`src/glyph_cache_use_count_replacement_macros.svh`:
```
// ----------------------------------------------------------------------------
// Glyph cache assertion macros
// Clocked property helpers for the glyph cache, disabled in synthesis.
// ----------------------------------------------------------------------------
`ifndef GLYPH_CACHE_USE_COUNT_REPLACEMENT_MACROS_SVH
`define GLYPH_CACHE_USE_COUNT_REPLACEMENT_MACROS_SVH

`ifndef SYNTHESIS
// same-cycle implication on aclk, idle during reset
`define GCR_ASSERT_IMP(name, ante, cons) \
    name: assert property (@(posedge aclk) disable iff (!aresetn) (ante) |-> (cons)) \
        else $error("glyph cache check failed");
// next-cycle implication on aclk, idle during reset
`define GCR_ASSERT_NXT(name, ante, cons) \
    name: assert property (@(posedge aclk) disable iff (!aresetn) (ante) |=> (cons)) \
        else $error("glyph cache check failed");
`else
`define GCR_ASSERT_IMP(name, ante, cons)
`define GCR_ASSERT_NXT(name, ante, cons)
`endif

`endif

```
`src/gcr_pkg.sv`:
```
// ----------------------------------------------------------------------------
// Glyph cache package
// Shared widths, result codes, register indexes and the store write bundle.
// ----------------------------------------------------------------------------
`default_nettype none

package gcr_pkg;

    localparam int CODE_W     = 8;
    localparam int CNT_W      = 8;
    localparam int SLOT_OUT_W = 4;
    localparam int SLOTS_CFG_W = 5;
    localparam int CFG_ADDR_W = 2;
    localparam int CFG_DATA_W = 8;
    localparam int M_DATA_W   = 24;
    localparam int M_USER_W   = 2;

    typedef enum logic [1:0] {
        OUT_HIT      = 2'd0,
        OUT_FILL     = 2'd1,
        OUT_REPLACE  = 2'd2,
        OUT_NO_GLYPH = 2'd3
    } outcome_t;

    localparam logic [CFG_ADDR_W-1:0] CFG_SLOTS_IN_USE = 2'd0;
    localparam logic [CFG_ADDR_W-1:0] CFG_COUNT_LIMIT  = 2'd1;

    typedef struct packed {
        logic              en;
        logic [CODE_W-1:0] code;
        logic [CNT_W-1:0]  count;
    } wr_data_t;

endpackage

`default_nettype wire

```
`src/gcr_store.sv`:
```
// ----------------------------------------------------------------------------
// Glyph cache slot store
// Code and count memory, one write and one registered read per cycle;
// per-slot valid bits make unwritten slots read as free.
// ----------------------------------------------------------------------------
`default_nettype none

module gcr_store #(
    parameter int NUM_SLOTS = 16,
    parameter int AW        = 4
) (
    input  wire                        aclk,
    input  wire                        aresetn,
    input  wire                        rd_en,
    input  wire  [AW-1:0]              rd_addr,
    output logic [gcr_pkg::CODE_W-1:0] rd_code,
    output logic [gcr_pkg::CNT_W-1:0]  rd_count,
    input  wire  [AW-1:0]              wr_addr,
    input  wire  gcr_pkg::wr_data_t    wr
);

    logic [gcr_pkg::CODE_W-1:0] mem_code_reg  [NUM_SLOTS];
    logic [gcr_pkg::CNT_W-1:0]  mem_count_reg [NUM_SLOTS];
    logic [NUM_SLOTS-1:0]       valid_reg;
    logic [gcr_pkg::CODE_W-1:0] rd_code_reg;
    logic [gcr_pkg::CNT_W-1:0]  rd_count_reg;
    logic                       rd_valid_reg;

    always_ff @(posedge aclk) begin
        if (wr.en) begin
            mem_code_reg[wr_addr]  <= wr.code;
            mem_count_reg[wr_addr] <= wr.count;
        end
        if (rd_en) begin
            rd_code_reg  <= mem_code_reg[rd_addr];
            rd_count_reg <= mem_count_reg[rd_addr];
        end
    end

    always_ff @(posedge aclk) begin
        if (!aresetn) begin
            valid_reg    <= '0;
            rd_valid_reg <= 1'b0;
        end else begin
            if (wr.en) begin
                valid_reg[wr_addr] <= 1'b1;
            end
            if (rd_en) begin
                rd_valid_reg <= valid_reg[rd_addr];
            end
        end
    end

    // a slot never written reads as free with code zero
    assign rd_code  = rd_valid_reg ? rd_code_reg : '0;
    assign rd_count = rd_valid_reg ? rd_count_reg : '0;

endmodule

`default_nettype wire

```
`src/gcr_alu.sv`:
```
// ----------------------------------------------------------------------------
// Glyph cache count unit
// Shared compare and subtract on use counts: lt = a < b, diff = b - a.
// ----------------------------------------------------------------------------
`default_nettype none

module gcr_alu (
    input  wire  [gcr_pkg::CNT_W-1:0] op_a,
    input  wire  [gcr_pkg::CNT_W-1:0] op_b,
    output logic                      lt,
    output logic [gcr_pkg::CNT_W-1:0] diff
);

    logic [gcr_pkg::CNT_W:0] sub;

    assign sub  = {1'b0, op_b} - {1'b0, op_a};
    assign lt   = (op_a != op_b) && !sub[gcr_pkg::CNT_W];
    assign diff = sub[gcr_pkg::CNT_W-1:0];

endmodule

`default_nettype wire

```
`src/glyph_cache_use_count_replacement.sv`:
```
// ----------------------------------------------------------------------------
// Glyph cache with use-count replacement
// Looks up character codes in a small slot cache, fills or evicts by count.
// ----------------------------------------------------------------------------
// Usage:
//   s_ channel: one lookup item, s_tdata = char code, s_tuser = font has glyph.
//   m_ channel: one result item per lookup, outcome in m_tuser, slot index,
//   evicted code and slot count in m_tdata.
//   cfg channel: register writes (slots in use, count limit), always ready;
//   write only while no lookup is in flight.
// Sequence:
//   a lookup makes one search pass over the used slots, then a write step
//   and an output step (a miss with no glyph skips the write); a replacement
//   that ages the other counts adds a second pass over the used slots before
//   the write. No new lookup is accepted until the last one has left the
//   sequencer and it is back in idle.
//   s_tready is high only while the sequencer is idle.
// Reset: every slot free, slots in use 16, count limit 255; no clearing pass.
// Stall: the result waits in the output register; the next lookup may be
//   taken and searched, and holds at its end until the output is free.
// ----------------------------------------------------------------------------
`default_nettype none

`include "glyph_cache_use_count_replacement_macros.svh"

module glyph_cache_use_count_replacement #(
    parameter int NUM_SLOTS = 16
) (
    input  wire                             aclk,
    input  wire                             aresetn,
    input  wire                             s_tvalid,
    output logic                            s_tready,
    input  wire  [gcr_pkg::CODE_W-1:0]      s_tdata,   // [7:0] char_code
    input  wire  [0:0]                      s_tuser,   // [0] font_has_glyph
    output logic                            m_tvalid,
    input  wire                             m_tready,
    // [3:0] slot_index, [11:4] evicted_code, [19:12] slot_count, [23:20] zero
    output logic [gcr_pkg::M_DATA_W-1:0]    m_tdata,
    output logic [gcr_pkg::M_USER_W-1:0]    m_tuser,   // [1:0] outcome
    input  wire                             cfg_valid,
    output logic                            cfg_ready,
    input  wire  [gcr_pkg::CFG_ADDR_W-1:0]  cfg_addr,
    input  wire  [gcr_pkg::CFG_DATA_W-1:0]  cfg_data
);

    localparam int AW = (NUM_SLOTS > 1) ? $clog2(NUM_SLOTS) : 1;
    localparam int CW = $clog2(NUM_SLOTS + 1);
    localparam int NW = (CW > gcr_pkg::SLOTS_CFG_W) ? CW : gcr_pkg::SLOTS_CFG_W;
    localparam int CNT_W = gcr_pkg::CNT_W;
    localparam int CODE_W = gcr_pkg::CODE_W;

    typedef enum logic [4:0] {
        ST_IDLE  = 5'b00001,
        ST_SCAN  = 5'b00010,
        ST_AGE   = 5'b00100,
        ST_WRITE = 5'b01000,
        ST_DONE  = 5'b10000
    } state_t;

    state_t state_reg, state_next;

    logic [gcr_pkg::SLOTS_CFG_W-1:0] slots_reg, slots_next;
    logic [CNT_W-1:0]  limit_reg, limit_next;

    logic [CODE_W-1:0] code_reg, code_next;
    logic              glyph_reg, glyph_next;
    logic [NW-1:0]     issue_reg, issue_next;
    logic              pend_reg, pend_next;
    logic [NW-1:0]     pend_idx_reg, pend_idx_next;

    logic              hit_found_reg, hit_found_next;
    logic [NW-1:0]     hit_idx_reg, hit_idx_next;
    logic [CNT_W-1:0]  hit_cnt_reg, hit_cnt_next;
    logic              free_found_reg, free_found_next;
    logic [NW-1:0]     free_idx_reg, free_idx_next;
    logic [NW-1:0]     least_idx_reg, least_idx_next;
    logic [CNT_W-1:0]  least_cnt_reg, least_cnt_next;
    logic [CODE_W-1:0] least_code_reg, least_code_next;
    logic [CNT_W-1:0]  decr_reg, decr_next;

    gcr_pkg::outcome_t res_kind_reg, res_kind_next;
    logic [NW-1:0]     res_slot_reg, res_slot_next;
    logic [CODE_W-1:0] res_evict_reg, res_evict_next;
    logic [CNT_W-1:0]  res_cnt_reg, res_cnt_next;

    logic              m_valid_reg, m_valid_next;
    gcr_pkg::outcome_t out_kind_reg, out_kind_next;
    logic [gcr_pkg::SLOT_OUT_W-1:0] out_slot_reg, out_slot_next;
    logic [CODE_W-1:0] out_evict_reg, out_evict_next;
    logic [CNT_W-1:0]  out_cnt_reg, out_cnt_next;

    logic [NW-1:0]     slots_ext;
    logic [NW-1:0]     n_active;
    logic              rd_en;
    logic [CODE_W-1:0] rd_code;
    logic [CNT_W-1:0]  rd_count;
    logic [AW-1:0]     wr_addr;
    gcr_pkg::wr_data_t wr;
    logic [CNT_W-1:0]  alu_a, alu_b, alu_diff;
    logic              alu_lt;
    logic              s_fire;
    logic              cfg_fire;

    // ------------------------------------------------------------------------
    // slot store and shared count unit
    // ------------------------------------------------------------------------
    gcr_store #(
        .NUM_SLOTS (NUM_SLOTS),
        .AW        (AW)
    ) u_store (
        .aclk     (aclk),
        .aresetn  (aresetn),
        .rd_en    (rd_en),
        .rd_addr  (issue_reg[AW-1:0]),
        .rd_code  (rd_code),
        .rd_count (rd_count),
        .wr_addr  (wr_addr),
        .wr       (wr)
    );

    gcr_alu u_alu (
        .op_a (alu_a),
        .op_b (alu_b),
        .lt   (alu_lt),
        .diff (alu_diff)
    );

    assign s_fire   = s_tvalid && s_tready;
    assign cfg_fire = cfg_valid && cfg_ready;

    assign slots_ext = NW'(slots_reg);
    assign n_active  = (slots_reg == '0) ? NW'(1) :
                       (slots_ext > NW'(NUM_SLOTS)) ? NW'(NUM_SLOTS) : slots_ext;

    assign rd_en = (state_reg == ST_SCAN || state_reg == ST_AGE) && (issue_reg < n_active);

    // count unit operands by phase
    always_comb begin
        alu_a = decr_reg;
        alu_b = rd_count;
        if (state_reg == ST_SCAN) begin
            if (pend_reg) begin
                alu_a = rd_count;
                alu_b = least_cnt_reg;
            end else begin
                alu_a = hit_cnt_reg;
                alu_b = limit_reg;
            end
        end
    end

    always_comb begin
        state_next      = state_reg;
        slots_next      = slots_reg;
        limit_next      = limit_reg;
        code_next       = code_reg;
        glyph_next      = glyph_reg;
        issue_next      = issue_reg;
        pend_next       = 1'b0;
        pend_idx_next   = issue_reg;
        hit_found_next  = hit_found_reg;
        hit_idx_next    = hit_idx_reg;
        hit_cnt_next    = hit_cnt_reg;
        free_found_next = free_found_reg;
        free_idx_next   = free_idx_reg;
        least_idx_next  = least_idx_reg;
        least_cnt_next  = least_cnt_reg;
        least_code_next = least_code_reg;
        decr_next       = decr_reg;
        res_kind_next   = res_kind_reg;
        res_slot_next   = res_slot_reg;
        res_evict_next  = res_evict_reg;
        res_cnt_next    = res_cnt_reg;
        m_valid_next    = m_valid_reg;
        out_kind_next   = out_kind_reg;
        out_slot_next   = out_slot_reg;
        out_evict_next  = out_evict_reg;
        out_cnt_next    = out_cnt_reg;
        wr_addr         = pend_idx_reg[AW-1:0];
        wr              = '0;

        if (m_valid_reg && m_tready) begin
            m_valid_next = 1'b0;
        end

        if (cfg_fire) begin
            unique case (cfg_addr)
                gcr_pkg::CFG_SLOTS_IN_USE: slots_next = cfg_data[gcr_pkg::SLOTS_CFG_W-1:0];
                gcr_pkg::CFG_COUNT_LIMIT:  limit_next = cfg_data;
                default: ;
            endcase
        end

        if (rd_en) begin
            pend_next  = 1'b1;
            issue_next = issue_reg + NW'(1);
        end

        unique case (state_reg)
            ST_IDLE: begin
                if (s_fire) begin
                    code_next       = s_tdata;
                    glyph_next      = s_tuser[0];
                    issue_next      = '0;
                    hit_found_next  = 1'b0;
                    free_found_next = 1'b0;
                    least_idx_next  = '0;
                    least_cnt_next  = '0;
                    state_next      = ST_SCAN;
                end
            end
            ST_SCAN: begin
                if (pend_reg) begin
                    if (!hit_found_reg && rd_count != '0 && rd_code == code_reg) begin
                        hit_found_next = 1'b1;
                        hit_idx_next   = pend_idx_reg;
                        hit_cnt_next   = rd_count;
                    end
                    if (!free_found_reg && rd_count == '0) begin
                        free_found_next = 1'b1;
                        free_idx_next   = pend_idx_reg;
                    end
                    // strict compare keeps the lowest index on ties
                    if (pend_idx_reg == '0 || alu_lt) begin
                        least_idx_next  = pend_idx_reg;
                        least_cnt_next  = rd_count;
                        least_code_next = rd_code;
                    end
                end else if (!rd_en) begin
                    res_evict_next = '0;
                    res_cnt_next   = CNT_W'(1);
                    priority if (hit_found_reg) begin
                        res_kind_next = gcr_pkg::OUT_HIT;
                        res_slot_next = hit_idx_reg;
                        res_cnt_next  = alu_lt ? CNT_W'(hit_cnt_reg + CNT_W'(1)) : hit_cnt_reg;
                        state_next    = ST_WRITE;
                    end else if (!glyph_reg) begin
                        res_kind_next = gcr_pkg::OUT_NO_GLYPH;
                        res_slot_next = '0;
                        res_cnt_next  = '0;
                        state_next    = ST_DONE;
                    end else if (free_found_reg) begin
                        res_kind_next = gcr_pkg::OUT_FILL;
                        res_slot_next = free_idx_reg;
                        state_next    = ST_WRITE;
                    end else begin
                        res_kind_next  = gcr_pkg::OUT_REPLACE;
                        res_slot_next  = least_idx_reg;
                        res_evict_next = least_code_reg;
                        decr_next      = least_cnt_reg - CNT_W'(1);
                        if (least_cnt_reg > CNT_W'(1)) begin
                            issue_next = '0;
                            state_next = ST_AGE;
                        end else begin
                            state_next = ST_WRITE;
                        end
                    end
                end
            end
            ST_AGE: begin
                // read-modify-write of each used count, one slot per cycle
                if (pend_reg) begin
                    wr.en    = alu_lt;
                    wr.code  = rd_code;
                    wr.count = alu_diff;
                end else if (!rd_en) begin
                    state_next = ST_WRITE;
                end
            end
            ST_WRITE: begin
                wr_addr    = res_slot_reg[AW-1:0];
                wr.en      = 1'b1;
                wr.code    = code_reg;
                wr.count   = res_cnt_reg;
                state_next = ST_DONE;
            end
            ST_DONE: begin
                if (!m_valid_reg || m_tready) begin
                    m_valid_next   = 1'b1;
                    out_kind_next  = res_kind_reg;
                    out_slot_next  = res_slot_reg[gcr_pkg::SLOT_OUT_W-1:0];
                    out_evict_next = res_evict_reg;
                    out_cnt_next   = res_cnt_reg;
                    state_next     = ST_IDLE;
                end
            end
            default: begin
                state_next = ST_IDLE;
            end
        endcase
    end

    always_ff @(posedge aclk) begin
        if (!aresetn) begin
            state_reg   <= ST_IDLE;
            slots_reg   <= gcr_pkg::SLOTS_CFG_W'(16);
            limit_reg   <= CNT_W'(255);
            pend_reg    <= 1'b0;
            issue_reg   <= '0;
            m_valid_reg <= 1'b0;
        end else begin
            state_reg   <= state_next;
            slots_reg   <= slots_next;
            limit_reg   <= limit_next;
            pend_reg    <= pend_next;
            issue_reg   <= issue_next;
            m_valid_reg <= m_valid_next;
        end
    end

    always_ff @(posedge aclk) begin
        code_reg       <= code_next;
        glyph_reg      <= glyph_next;
        pend_idx_reg   <= pend_idx_next;
        hit_found_reg  <= hit_found_next;
        hit_idx_reg    <= hit_idx_next;
        hit_cnt_reg    <= hit_cnt_next;
        free_found_reg <= free_found_next;
        free_idx_reg   <= free_idx_next;
        least_idx_reg  <= least_idx_next;
        least_cnt_reg  <= least_cnt_next;
        least_code_reg <= least_code_next;
        decr_reg       <= decr_next;
        res_kind_reg   <= res_kind_next;
        res_slot_reg   <= res_slot_next;
        res_evict_reg  <= res_evict_next;
        res_cnt_reg    <= res_cnt_next;
        out_kind_reg   <= out_kind_next;
        out_slot_reg   <= out_slot_next;
        out_evict_reg  <= out_evict_next;
        out_cnt_reg    <= out_cnt_next;
    end

    assign s_tready  = (state_reg == ST_IDLE);
    assign cfg_ready = 1'b1;
    assign m_tvalid  = m_valid_reg;
    assign m_tuser   = out_kind_reg;
    assign m_tdata   = {4'b0000, out_cnt_reg, out_evict_reg, out_slot_reg};

    // ------------------------------------------------------------------------
    // checks
    // ------------------------------------------------------------------------
    `GCR_ASSERT_NXT(a_busy_after_accept, s_tvalid && s_tready, !s_tready)
    `GCR_ASSERT_IMP(a_no_glyph_zero, m_tvalid && m_tuser == gcr_pkg::OUT_NO_GLYPH, m_tdata == '0)
    `GCR_ASSERT_IMP(a_alloc_count_one, m_tvalid && (m_tuser == gcr_pkg::OUT_FILL || m_tuser == gcr_pkg::OUT_REPLACE), m_tdata[19:12] == 8'd1)

endmodule

`default_nettype wire
```
`config.mk`:
```
export PLATFORM = sky130hd
export DESIGN_NAME = glyph_cache_use_count_replacement
export DESIGN_NICKNAME = d
export VERILOG_FILES = /design/src/gcr_pkg.sv /design/src/gcr_store.sv /design/src/gcr_alu.sv /design/src/glyph_cache_use_count_replacement.sv
export VERILOG_INCLUDE_DIRS = /design/src /design/src/src
export SDC_FILE = /design/constraint.sdc
export NUM_CORES = 1
export LEC_CHECK = 0
export CAP_MARGIN = 20
export CORE_UTILIZATION = 25
export CTS_BUF_LIST = sky130_fd_sc_hd__clkbuf_8
export DETAILED_ROUTE_END_ITERATION = 10
export DONT_BUFFER_PORTS = 1
export GPL_ROUTABILITY_DRIVEN = 0
export SLEW_MARGIN = 40
export SYNTH_ARGS = -nofsm -noshare
export SYNTH_HDL_FRONTEND = slang
export SYNTH_HIERARCHICAL = 1
export SYNTH_SLANG_ARGS = --single-unit
```
`constraint.sdc`:
```
create_clock -name aclk -period 10.8 [get_ports aclk]
set_clock_uncertainty 0.1 [all_clocks]
set_input_delay 1.62 -clock aclk [delete_from_list [all_inputs] [get_ports aclk]]
set_output_delay 1.62 -clock aclk [all_outputs]
set_load 0.05 [all_outputs]
```
== Word-level counts from Yosys, hierarchy flattened ==
Memory sizes are Yosys's and may differ from the RTL's. A register that Yosys moved wholly into a read port is not among the register bits.
Cells that the tools add are included.

* Bits in registers: 146
* Bits in writable memories: 256
* Bits of input ports: 24
* Output and inout bits: 29
* Word-level logic and storage cells: 163
* Memories: 2

{| class="wikitable"
|+ Memories
! memory !! depth !! bits a word !! rd ports !! clocked after memory_dff !! write ports !! RTL line !! text
|-
| u_store.mem_code_reg || 16 || 8 || 1 || 1 || 1 || gcr_store.sv:22 || <nowiki>logic [gcr_pkg::CODE_W-1:0] mem_code_reg [NUM_SLOTS];</nowiki>
|-
| u_store.mem_count_reg || 16 || 8 || 1 || 1 || 1 || gcr_store.sv:23 || <nowiki>logic [gcr_pkg::CNT_W-1:0] mem_count_reg [NUM_SLOTS];</nowiki>
|}

* Add/sub/neg operators: 4
* $lt $le $gt $ge: 6
* Equal/unequal tests: 18
* Muxes and demuxes: 64
* Bitwise logic cells: 6
* Reduce and logical (&&, ||, !) cells: 35

{| class="wikitable"
|+ Operators by type and width
! cell !! count
|-
| two-way mux 5 bit || 18
|-
| two-way mux 8 bit || 11
|-
| two-way mux 4 bit || 9
|-
| one-hot mux 17 bit (2 select lines) || 1
|-
| one-hot mux 5 bit (5 select lines) || 1
|-
| two-way mux 17 bit || 1
|-
| bitwise OR 16 bit || 1
|-
| one-hot mux 8 bit (2 select lines) || 1
|-
| two-way mux 1 bit || 14
|-
| inequality test 2 bit (second input constant) || 6
|-
| AND reduction 3 bit || 4
|-
| AND reduction 4 bit || 3
|-
| AND reduction 6 bit || 2
|-
| logical NOT 5 bit || 2
|-
| less-than comparator 4 x 5 -> 1 bit (second input constant) || 2
|-
| one-hot mux 5 bit (2 select lines) || 1
|-
| subtractor 8 x 8 -> 9 bit || 1
|-
| adder 8 x 1 -> 8 bit (second input constant) || 1
|-
| equality test 8 bit || 1
|-
| greater-than comparator 8 x 1 -> 1 bit (second input constant) || 1
|-
| logical AND 1 bit || 8
|-
| logical NOT 8 bit || 1
|-
| inequality test 2 x 1 -> 1 bit (second input constant) || 4
|-
| inequality test 8 bit || 1
|-
| other kinds (24) || 38
|}

== Longest topological paths before layout ==
Gate-level depths: netlist of the first run.

* Depth in word-level cells: 13
* Depth in mapped cells: 18
* Mapped depth without buffers: 16

== By module ==
The synthesis of the first run kept the hierarchy.

{| class="wikitable"
|+ By module, submodules not included
! module !! times used !! cells an instance !! area each (µm²) !! sequential area each (µm²)
|-
| gcr_store || 1 || 463 || 10,920.5 || 8,508.2
|-
| glyph_cache_use_count_replacement || 1 || 446 || 5,640.4 || 3,573.4
|-
| gcr_alu || 1 || 59 || 415.4 || 0.0
|}

== Worst setup path after synthesis of the first run ==
No wires, ideal clock.

* Kind: reg-to-reg
* Start: reg state_reg[2]
* End: mem u_store/mem_code_reg[0][0] in the netlist's numbering, enable pin
* Library setup time: 0.412 ns
* Arrival time: 3.978 ns
* Data required time: 10.288 ns
* Slack: 6.311 ns
* Cell stages (with the launch flop): 18
* Path buffers: 2
* Period minus slack after synthesis: 4.489 ns
* Path through: dfxtp_1 -> nor2_1 -> nand3_1 -> clkbuf_1 -> nand2_1 -> o21ai_0 -> inv_1 -> ha_1 -> inv_1 -> fa_1 -> nand3_1 -> a21oi_1 -> nor3_1 -> nor2_1 -> clkbuf_1 -> a21o_1 -> or3b_2 -> nor3_1

{| class="wikitable"
|+ RTL lines
! what !! RTL line !! text
|-
| start, declared || glyph_cache_use_count_replacement.sv:60 || <nowiki>state_t state_reg, state_next;</nowiki>
|-
| start signal, assigned || glyph_cache_use_count_replacement.sv:302 || <nowiki>state_reg <= state_next;</nowiki>
|-
| end, declared || gcr_store.sv:22 ||
|}

==> summary.md, run 1 <==
| Metric | Value |
|---|---|
| Status | `finished clean` |
| Post-synth top area share | `between 60% and 70%` |
| #FFs+latches synth | `~420` |
| Clk slew on worst S/H paths | `approximately 0.060 ns` |
| Clock Path Buffers | `3` |
| Overall routing resource usage | `11.2%` |
| Most common cell in the netlist | `edfxtp_1` |
| Nets | `1063` |
| Drt total wl | `roughly 38 mm` |
| Post-synthesis mux area share | `13.0%` |
| Clock root buffer master | `clkbuf_8` |
| Post-synth ARST share | `0%` |
| Avg WL per Cell | `between 15 and 20 um` |
| Place WS | `6.00 ns` |
| F_max | `207 MHz` |
| EDFF count, synth | `approximately 370` |
| RSZ-0062 raised after global routing | `no` |
| Kind of critical path | `flop to flop` |
| Top_reg_cell synth | `edfxtp_1` |
| Area growth syn-to-layout | `14.4%` |
| Max stage delay on crit path | `about 0.58 ns` |
| Largest fanout on the critical path | `34` |
| Max-cap violations | `0` |
| Worst path cell trace | `nor2_1 > nand3_2 > o21ai_0 > inv_1 > ha_1 > inv_1 > fa_1 > nand3_1 > a21oi_1 > nor3_1 > nor2_1 > a21o_1 > or3b_2 > nor3_4 > buf_4` |
| Worst Hold Class | `flop to flop` |
| GR Overflow Total | `0` |
| Sequential share of the synthesized area | `71.2%` |
| Die Wd | `263 um` |
| Share of layout cells above drive strength 1 | `22.6%` |
| FP Rows | `95` |
| Syn Area/Cell | `17.5 sq um` |
| Drt pass-1 iters | `7` |
| XOR/XNOR share of the synthesized area | `1.39%` |
| Die Y | `roughly 260 um` |
| Power per cell area | `163 nW/um^2` |
| ANT nets after route | `0` |
| Leak pwr | `5.46 nW` |
| Element type at the critical path start | `flop` |
| Gate Count Post-Synth | `~970` |
| WP data required | `11.02 ns` |
| # diodes | `0` |
| Design Area, Final | `19400 sq um` |
| Initial Util | `roughly 25%` |
| Setup crit end kind | `flop` |
| Clk_lat worst skew | `between 0.6 and 0.7 ns` |
| Vias in the first global route | `9052` |
| Seq. cell area | `about 12000 sq um` |
| Slew margin rel. | `48.0%` |
| Peak VDD IR | `0.0000847 V` |
| Initial DRC Count | `between 600 and 700` |
| Synth area leader | `edfxtp_1` |
| Power after layout | `about 3.2 mW` |
| H-tree depth | `3` |
| Mapped cell area | `17000 sq um` |
| Vias | `8726` |
| Max-slew violations | `0` |
| First-pass GRT wire length | `57.9 mm` |
| Postcts setup bufs | `0` |
| Port buffer count | `0` |
| CTS resizes | `0` |
| Compound-gate portion of the synthesized area | `4.19%` |
| Final core occ | `between 20 and 30%` |
| Final TNS setup | `0 ns` |
| Post-Synth Simple-Gate Area | `7.09%` |
| Die ar. | `69000 sq um` |
| Worst slew pin tran | `about 0.8 ns` |
| Main area contributors after synthesis | `edfxtp_1, mux4_2, dfxtp_1` |
| Final Cycle Share | `44.8%` |
| CTS tree | `yes` |
| Largest net degree at the start of global routing | `slightly above 40` |
| TritonCTS buffer count | `67` |
| CTS sink count | `418` |
| Hold buffers post-CTS | `0` |
| DRC viols | `0` |
| IO Pins | `53` |
| Tmin final | `between 4 and 5 ns` |
| Initial antenna violation count | `0` |
| Post-DP Area | `18200 sq um` |
| DR vias/cell | `between 4 and 5` |
| Finish-stage setup viols | `0` |
| Detailed placement HPWL | `24.3 mm` |
| Final hold vios | `0` |
| Footprint of the multi-input gates | `4700 sq um` |
| Final worst slack | `just under 6 ns` |
| Core footprint | `around 67000 sq um` |
| Synth warn | `6` |
| Post-Synth Adder-Cell Area | `1.30%` |
| Post-synth top cells | `edfxtp_1, mux4_2, nand2_1, dfxtp_1, and2_1` |
| Largest family of logic cells by synthesized area | `multiplexers` |
| Slowest library cell on the worst path | `or3b_2` |
| Cell variety after synth | `67` |
| Worst Path Arrival | `5.06 ns` |
| Fillcell total | `6582` |
## cells by family after synthesis
group | Yosys count
other | 2
buffers and inverters | 65
AO/OA/AOI/OAI | 98
AND/OR/NAND/NOR | 224
XOR/XNOR | 27
adder cells (fa/ha/maj) | 17
multiplexers | 117
flip-flops | 418
## where the power goes
| part | internal (mW) | switching (mW) | total, mW |
|---|---|---|---|
| Combinational | 0.0364 | 0.0616 | 0.0981 |
| Clock | 0.670 | 0.618 | 1.29 |
| Sequential | 1.76 | 0.0213 | 1.78 |
## worst paths after layout
path,start,endpoint,slack (ns),cells past startpoint
min,issue_reg[4],pend_idx_reg[4],0.30,0
max,state_reg[2],u_store/mem_code_reg[0][3],5.96,15
min reg2reg,issue_reg[4],pend_idx_reg[4],0.30,0
max reg2reg,state_reg[2],u_store/mem_code_reg[0][3],5.96,15
## through the flow
stage	std cells	hold slack (ns)
final	1944	0.301
after global placement	1826	0.303
after detailed placement	1826	0.305
after floorplan	971	0.267
after CTS	1944	0.312
after global routing	1944	0.319
## layout by cell type (no fill, tap or decap), drive strengths merged, types with 4 or more instances in the layout
cell	n
clkinv	17
and2	44
mux4	82
edfxtp	371
or3	4
nand2	58
xnor2	12
conb	5
nor2	41
nand3b	6
inv	48
o21a	17
mux2i	31
nor3	12
mux2	4
nand4	7
o21ai	25
nor2b	4
clkbuf	72
nand3	17
nand2b	8
xor2	15
ha	16
buf	25
nor4	8
dfxtp	47
a22o	16
a21oi	15
## worst max-delay path: cells and delay by family (launching register included)
| kind | cells | cell delay, ns |
|---|---|---|
| buffers and inverters | 3 | 0.46 |
| adder cells (fa/ha/maj) | 2 | 0.40 |
| flip-flops | 1 | 0.35 |
| AO/OA/AOI/OAI | 3 | 0.72 |
| AND/OR/NAND/NOR | 7 | 2.51 |
## metal layers
| metal | part of all wire [%] | wire length (um) | GRT usage (%) |
|---|---|---|---|
| met5 | 0 | 0 | 0 |
| met4 | 1.7 | 633 | 3.61 |
| met3 | 5.7 | 2170 | 2.37 |
| met2 | 52 | 20100 | 19.7 |
| met1 | 40 | 15500 | 13.6 |
## layout make-up
class / count / share of cell area, %
Inverter: 22 / 0.425
Clock buffer: 72 / 5.10
Sequential cell: 418 / 62.3
Multi-Input combinational cell: 488 / 24.2
Clock inverter: 46 / 1.39
Tap cell: 873 / 5.62
Timing Repair Buffer: 25 / 0.986
No activity file was read; power rests on OpenSTA's default activity.
==> run 2, diff against run 1 <==
Settings changed: ABC_AREA set to 1.
Clock period 10.8 ns to 3.9 ns, I/O delays scaled along.
==> run 2 against run 1 <==
Against the previous run: register-to-register slack worse by 5.8 ns; sequential share of layout area down 4.1 points; clock-buffer cell count up 8; highest routed layer unchanged; routed wire length up 19%; setup slack worse by 5.8 ns; largest power group unchanged.
==> summary.md, run 2 <==
| Metric | Value |
|---|---|
| Element type at the critical path start | `flop` |
| Avg WL per Cell | `17.3 um (-12%)` |
| #FFs+latches synth | `418 (unchanged)` |
| Setup crit end kind | `flop` |
| Sw Pwr | `3.67 mW (+420%)` |
| Most common cell in the netlist | `edfxtp_1` |
| Synth warn | `6 (unchanged)` |
| Commonest non-fill, non-tap cell in the layout | `edfxtp_1` |
| Overall routing resource usage | `12.8% (+1.6 points)` |
| Largest net degree at the start of global routing | `141 (+240%)` |
| Crit path top cell by count | `buf_4` |
| Final Cycle Share | `97.1% (+52 points)` |
| Top_reg_cell synth | `edfxtp_1` |
| Clk slew on worst S/H paths | `0.06 ns (about the same)` |
| Die Y | `268 um (+1.9%)` |
| Largest fanout on the critical path | `17 (-50%)` |
| Most frequent cells in the layout | `edfxtp_1, nor2_1, nand2_1, inv_1, o21ai_0` |
| Clock root buffer master | `clkbuf_8` |
| Core footprint | `69900 sq um (+4.1%)` |
| RSZ-0062 raised after global routing | `yes` |
| Clock Path Buffers | `3 (unchanged)` |
| Area growth syn-to-layout | `17.8%` |
| Max-slew violations | `0 (unchanged)` |
| CTS tree | `yes` |
| Worst Hold Class | `input port to flop` |
| Slew margin rel. | `45.5% (-2.5 points)` |
| Initial antenna violation count | `2 (+2)` |
| Share of layout cells above drive strength 1 | `12.7% (-9.9 points)` |
| F_max | `264 MHz (+28%)` |
| Detailed placement HPWL | `30.1 mm (+24%)` |
| Mapped cell area | `17600 sq um (+3.9%)` |
| EDFF count, synth | `371 (unchanged)` |
| Post-synth ARST share | `0% (unchanged)` |
| IO Pins | `53 (unchanged)` |
| Worst Path Buf+Inv | `7 (+4)` |
| Status | `finished clean` |
| Kind of critical path | `flop to flop` |
| Post-Synth Simple-Gate Area | `14.4% (+7.3 points)` |
| CTS sink count | `418 (unchanged)` |
| Vias in the first global route | `11800 (+31%)` |
| TritonCTS buffer count | `72 (+7.5%)` |
| WP data required | `4.12 ns (-6.90 ns)` |
| Die ar. | `71600 sq um (+3.8%)` |
| Die Wd | `268 um (+1.9%)` |
| XOR/XNOR share of the synthesized area | `0.596% (-0.80 points)` |
| Post-synthesis mux area share | `0% (-13 points)` |
| Post-Synth Adder-Cell Area | `1.25% (-0.048 points)` |
| Nets | `1693 (+59%)` |
| Final hold vios | `0 (unchanged)` |
| Flop pwr share | `44.8% (-11 points)` |
| Post-synth top area share | `63.2% (-2.4 points)` |
| Worst Path Arrival | `4.01 ns (-1.05 ns)` |
| Gate Count Post-Synth | `1561 (+61%)` |
| Peak VDD IR | `0.000235 V (+180%)` |
| Compound-gate portion of the synthesized area | `9.39% (+5.2 points)` |
| Worst slew pin tran | `0.817 ns (+0.0401 ns)` |
| Main area contributors after synthesis | `edfxtp_1, nor2_1, dfxtp_1` |
| ANT nets after route | `0 (unchanged)` |
| FP Rows | `97 (+2.1%)` |
| Clock share of power | `34.1% (-6.6 points)` |
| Syn Area/Cell | `11.3 sq um (-36%)` |
| First-pass GRT wire length | `69.2 mm (+20%)` |
| DRC viols | `0 (unchanged)` |
| Drt pass-1 iters | `9 (+2)` |
| Final TNS setup | `0 ns (unchanged)` |
| Leak pwr | `7.90 nW (+45%)` |
| Sequential share of the synthesized area | `68.5% (-2.7 points)` |
| Port buffer count | `0 (unchanged)` |
| GR Overflow Total | `0 (unchanged)` |
| Initial DRC Count | `1147 (+89%)` |
| DR vias/cell | `4.59 (+2.3%)` |
| Vias | `12200 (+40%)` |
| Worst path cell trace | `nor2_4 > nand3_4 > nor2_4 > buf_4 > buf_4 > nand2_1 > o221ai_1 > ha_1 > nand2_1 > nor2_2 > nand3_1 > a21oi_2 > inv_1 > o21ai_0 > buf_4 > inv_1 > nor3_1 > inv_2 > nor2_2 > buf_12` |
| Tmin final | `3.79 ns (-1.05 ns)` |
| Initial Util | `25.2% (-0.053 points)` |
| Sw Share | `31.5% (+9.3 points)` |
| P_int | `8.00 mW (+220%)` |
| Slowest library cell on the worst path | `dfxtp_1` |
| Clk_lat worst skew | `0.65 ns (+0.02 ns)` |
| Largest family of logic cells by synthesized area | `simple AND/OR/NAND/NOR gates` |
| Hold_ws | `0.0448 ns (-0.256 ns)` |
| Largest delay contributor family on the critical path | `simple AND/OR/NAND/NOR gates` |
| Finish-stage setup viols | `0 (unchanged)` |
| H-tree depth | `3 (unchanged)` |
| Power per cell area | `562 nW/um^2 (+240%)` |
| Max-cap violations | `0 (unchanged)` |
| Max stage delay on crit path | `0.41 ns (-0.17 ns)` |
| Comb power frac | `21.1% (+18 points)` |
| Drt total wl | `45.8 mm (+19%)` |
| Post-synth top cells | `edfxtp_1, nor2_1, nand2_1, o21ai_0, inv_1` |
| Cell variety after synth | `41 (-39%)` |
| Synth area leader | `edfxtp_1` |
==> run 2: timing repair <==
item,4_1_cts,5_1_grt
hold endpoints to repair,27,0
setup endpoints to repair,0,262
buffers inserted,0,8
resized for setup,0,16
hold buffers,19,0
==> run 2: through the flow <==
step / setup WS, ns / area [sq um] / cells / total power [mW] / util [%]
finish: 0.113 / 20800 / 2652 / 11.7 / 29.7
global route: -0.0515 / 20800 / 2652 / 12.2 / 29.7
CTS: 0.0866 / 20600 / 2642 / 11.7 / 29.5
detailed placement: 0.136 / 19000 / 2490 / 7.66 / 27.2
global placement: 0.233 / 19000 / 2490 / 7.62 / 27.1
floorplan: -0.149 / 17700 / 1564 / 6.96 / -
==> run 2: kinds of logic after synthesis <==
group / count (synthesis)
buf+inv: 219
compound gates: 279
other cells: 2
xor+xnor: 12
simple gates: 614
fa+ha+maj: 17
flops: 418
==> run 2: power by group through the flow <==
stage | registers (mW) | clock network, mW | logic (mW)
floorplan | 5.25 | 0 | 1.71
global placement | 5.30 | 0 | 2.32
detailed placement | 5.31 | 0 | 2.35
CTS | 5.22 | 4.09 | 2.38
global route | 5.24 | 4.28 | 2.69
finish | 5.22 | 3.98 | 2.46
==> run 2: path summary, 6_finish.rpt <==
kind | start | cells past startpoint | slack, ns | to
max | state_reg[2] | 20 | 0.11 | u_store/mem_count_reg[9][4]
min | aresetn | 2 | 0.04 | pend_reg
max reg2reg | state_reg[2] | 20 | 0.11 | u_store/mem_count_reg[9][4]
min reg2reg | issue_reg[4] | 0 | 0.31 | pend_idx_reg[4]
==> run 2: layer usage <==
| layer | vias to the layer above | global-route usage [%] | routed length, um |
|---|---|---|---|
| li1 | 5639 | - | - |
| met4 | 0 | 5.48 | 1770 |
| met3 | 112 | 3.51 | 3540 |
| met5 | - | 0 | 0 |
| met2 | 520 | 20.8 | 21600 |
| met1 | 5907 | 15.9 | 18900 |
==> run 2: area by class of cell <==
| class | instances | area [sq um] |
|---|---|---|
| timing repair buffer | 89 | 846 |
| inverter | 143 | 548 |
| antenna | 1 | 2.50 |
| clock buffer | 80 | 1100 |
| fill | 7160 | 49100 |
| multi-input combinational | 928 | 4640 |
| clock inverter | 53 | 369 |
| tap | 940 | 1180 |
| sequential | 418 | 12100 |
==> run 3, diff against run 2 <==
Settings changed: CORE_UTILIZATION 25 to 49, PLACE_DENSITY set to 0.66.
==> run 3 against run 2 <==
Against the previous run: utilization increased by 27 points; sequential power about the same; sequential share of layout area increased by 1.9 points; sequential cell count unchanged; via count decreased by 0.60%; worst hold slack improved by 0.016 ns; first-iteration DRC count decreased by 0.70%; non-clock buffer count up 8; clock power fell by 4%; die area fell by 49%; critical path type unchanged; largest power group unchanged; highest routed layer unchanged.
==> summary.md, run 3 (synthesized netlist as in run 2, its figures left out) <==
| Metric | Value |
|---|---|
| Max stage delay on crit path | `0.35 ns (-0.06 ns)` |
| Final core occ | `56.7% (+27 points)` |
| GR Overflow Total | `0 (unchanged)` |
| Drt total wl | `42.6 mm (-7.0%)` |
| DRC viols | `0 (unchanged)` |
| Final Cycle Share | `95.0% (-2.1 points)` |
| Worst Hold Class | `input port to flop` |
| First-pass GRT wire length | `65.0 mm (-6.1%)` |
| Area growth syn-to-layout | `14.1%` |
| Kind of critical path | `flop to flop` |
| Initial antenna violation count | `0 (-2)` |
| CTS sink count | `418 (unchanged)` |
| DR vias/cell | `5.57 (+21%)` |
| Worst slew pin tran | `0.826 ns (+0.00818 ns)` |
| Largest net degree at the start of global routing | `116 (-18%)` |
| Slowest library cell on the worst path | `dfxtp_1` |
| Worst path cell trace | `nor2_4 > nand4_2 > o221ai_1 > inv_1 > ha_1 > inv_1 > fa_1 > nand2_1 > nand2_1 > nand3_1 > a21oi_2 > inv_1 > o21ai_1 > buf_4 > inv_1 > nor3_1 > inv_2 > nor2_2 > buf_12` |
| Status | `finished clean` |
| Finish-stage setup viols | `0 (unchanged)` |
| Share of layout cells above drive strength 1 | `12.9% (+0.22 points)` |
| Drt pass-1 iters | `6 (-3)` |
| Slew margin rel. | `44.8% (-0.75 points)` |
| F_max | `270 MHz (+2.2%)` |
| Nets | `1700 (+0.41%)` |
| TritonCTS buffer count | `71 (-1.4%)` |
| Post-DP Area | `18400 sq um (-3.2%)` |
| Overall routing resource usage | `23.6% (+11 points)` |
| ANT nets after route | `0 (unchanged)` |
| Leak pwr | `7.89 nW (-0.13%)` |
| Most frequent cells in the layout | `edfxtp_1, nor2_1, nand2_1, inv_1, o21ai_0` |
| Largest fanout on the critical path | `17 (unchanged)` |
| WP data required | `4.09 ns (-0.03 ns)` |
| Initial Util | `49.7% (+24 points)` |
| Core footprint | `35500 sq um (-49%)` |
| Initial DRC Count | `1139 (-0.70%)` |
| # diodes | `0 (-1)` |
| FP Rows | `69 (-29%)` |
| Max-slew violations | `0 (unchanged)` |
| Vias in the first global route | `11700 (-1.1%)` |
| Die Y | `192 um (-28%)` |
| H-tree depth | `3 (unchanged)` |
| Tmin final | `3.71 ns (-0.0816 ns)` |
| Crit path top cell by count | `inv_1` |
| Die Wd | `192 um (-28%)` |
| Clk_lat worst skew | `0.61 ns (-0.04 ns)` |
| Port buffer count | `0 (unchanged)` |
| Clock Path Buffers | `3 (unchanged)` |
| Clock root buffer master | `clkbuf_8` |
| Avg WL per Cell | `19.6 um (+13%)` |
| Power per cell area | `566 nW/um^2 (+0.72%)` |
| Worst Path Arrival | `3.89 ns (-0.12 ns)` |
| Max-cap violations | `0 (unchanged)` |
| IO Pins | `53 (unchanged)` |
| Final hold vios | `0 (unchanged)` |
| Commonest non-fill, non-tap cell in the layout | `edfxtp_1` |
| Design Area, Final | `20100 sq um (-3.2%)` |
| Largest delay contributor family on the critical path | `simple AND/OR/NAND/NOR gates` |
| Worst Path Buf+Inv | `7 (unchanged)` |
| Detailed placement HPWL | `27.1 mm (-10%)` |
| Clk slew on worst S/H paths | `0.06 ns (about the same)` |
| CTS tree | `yes` |
| Vias | `12100 (-0.60%)` |
| Setup crit end kind | `flop` |
| Die ar. | `36800 sq um (-49%)` |
| Fillcell total | `2848 (-60%)` |
| Element type at the critical path start | `flop` |
| Peak VDD IR | `0.000373 V (+59%)` |
==> run 3: changes by cell type in the layout (fill, tap and decap cells not counted), moves of 2 or more <==
cell      change
dfxtp_2       +2
buf_4        +11
buf_12        -3
dfxtp_1       -2
clkinv_8      -2
==> run 3: what timing repair did <==
item                                    4_1_cts  5_1_grt
pin swaps                                     0        4
gates cloned                                  0        1
endpoints found under the setup margin        7      272
hold buffers                                 19        0
gates resized for setup                       1       17
hold endpoints to repair                     24        0
setup buffers                                 0       10
==> run 3: final cells by class <==
class | instances | area (sq um) | share of cell area (%)
Sequential cell | 418 | 12100 | 60.1
Multi-Input combinational cell | 928 | 4630 | 23.0
Clock buffer | 81 | 1110 | 5.54
Timing Repair Buffer | 97 | 873 | 4.34
Tap cell | 461 | 577 | 2.87
Inverter | 143 | 549 | 2.73
Clock inverter | 46 | 275 | 1.37
==> run 3: layer usage <==
metal / vias up / routed length (um) / track usage (%)
li1: 5641 / - / -
met5: - / 0 / 0
met2: 525 / 20100 / 37.7
met3: 94 / 3350 / 5.46
met4: 0 / 1220 / 9.22
met1: 5845 / 17900 / 31.1
==> run 3: per-stage QoR <==
stage / setup TNS (ns) / hold slack, ns / cells / total power, mW / setup slack, ns
2_1_floorplan: -23.51 / 0.278 / 1564 / 6.96 / -0.149
3_3_place_gp: 0 / 0.301 / 2017 / 7.51 / 0.0620
3_5_place_dp: 0 / 0.305 / 2017 / 7.54 / 0.0132
4_1_cts: 0 / 0.0177 / 2163 / 11.4 / 0.0531
5_1_grt: -0.0810 / 0.0382 / 2174 / 11.9 / -0.0198
6_report: 0 / 0.0604 / 2174 / 11.4 / 0.194
==> run 3: final timing paths <==
path | startpoint | endpoint | slack [ns] | depth (start not counted)
worst min-delay path | aresetn | slots_ext[0] | 0.06 | 2
worst max-delay path | state_reg[3] | u_store/mem_code_reg[1][0] | 0.19 | 19
worst max register to register | state_reg[3] | u_store/mem_code_reg[1][0] | 0.19 | 19
worst min register to register | res_evict_reg[0] | out_evict_reg[0] | 0.32 | 0
==> run 3: report_power, final <==
group / switching (mW) / internal [mW]
combinational: 1.59 / 0.730
sequential: 0.163 / 5.09
clock: 1.71 / 2.10
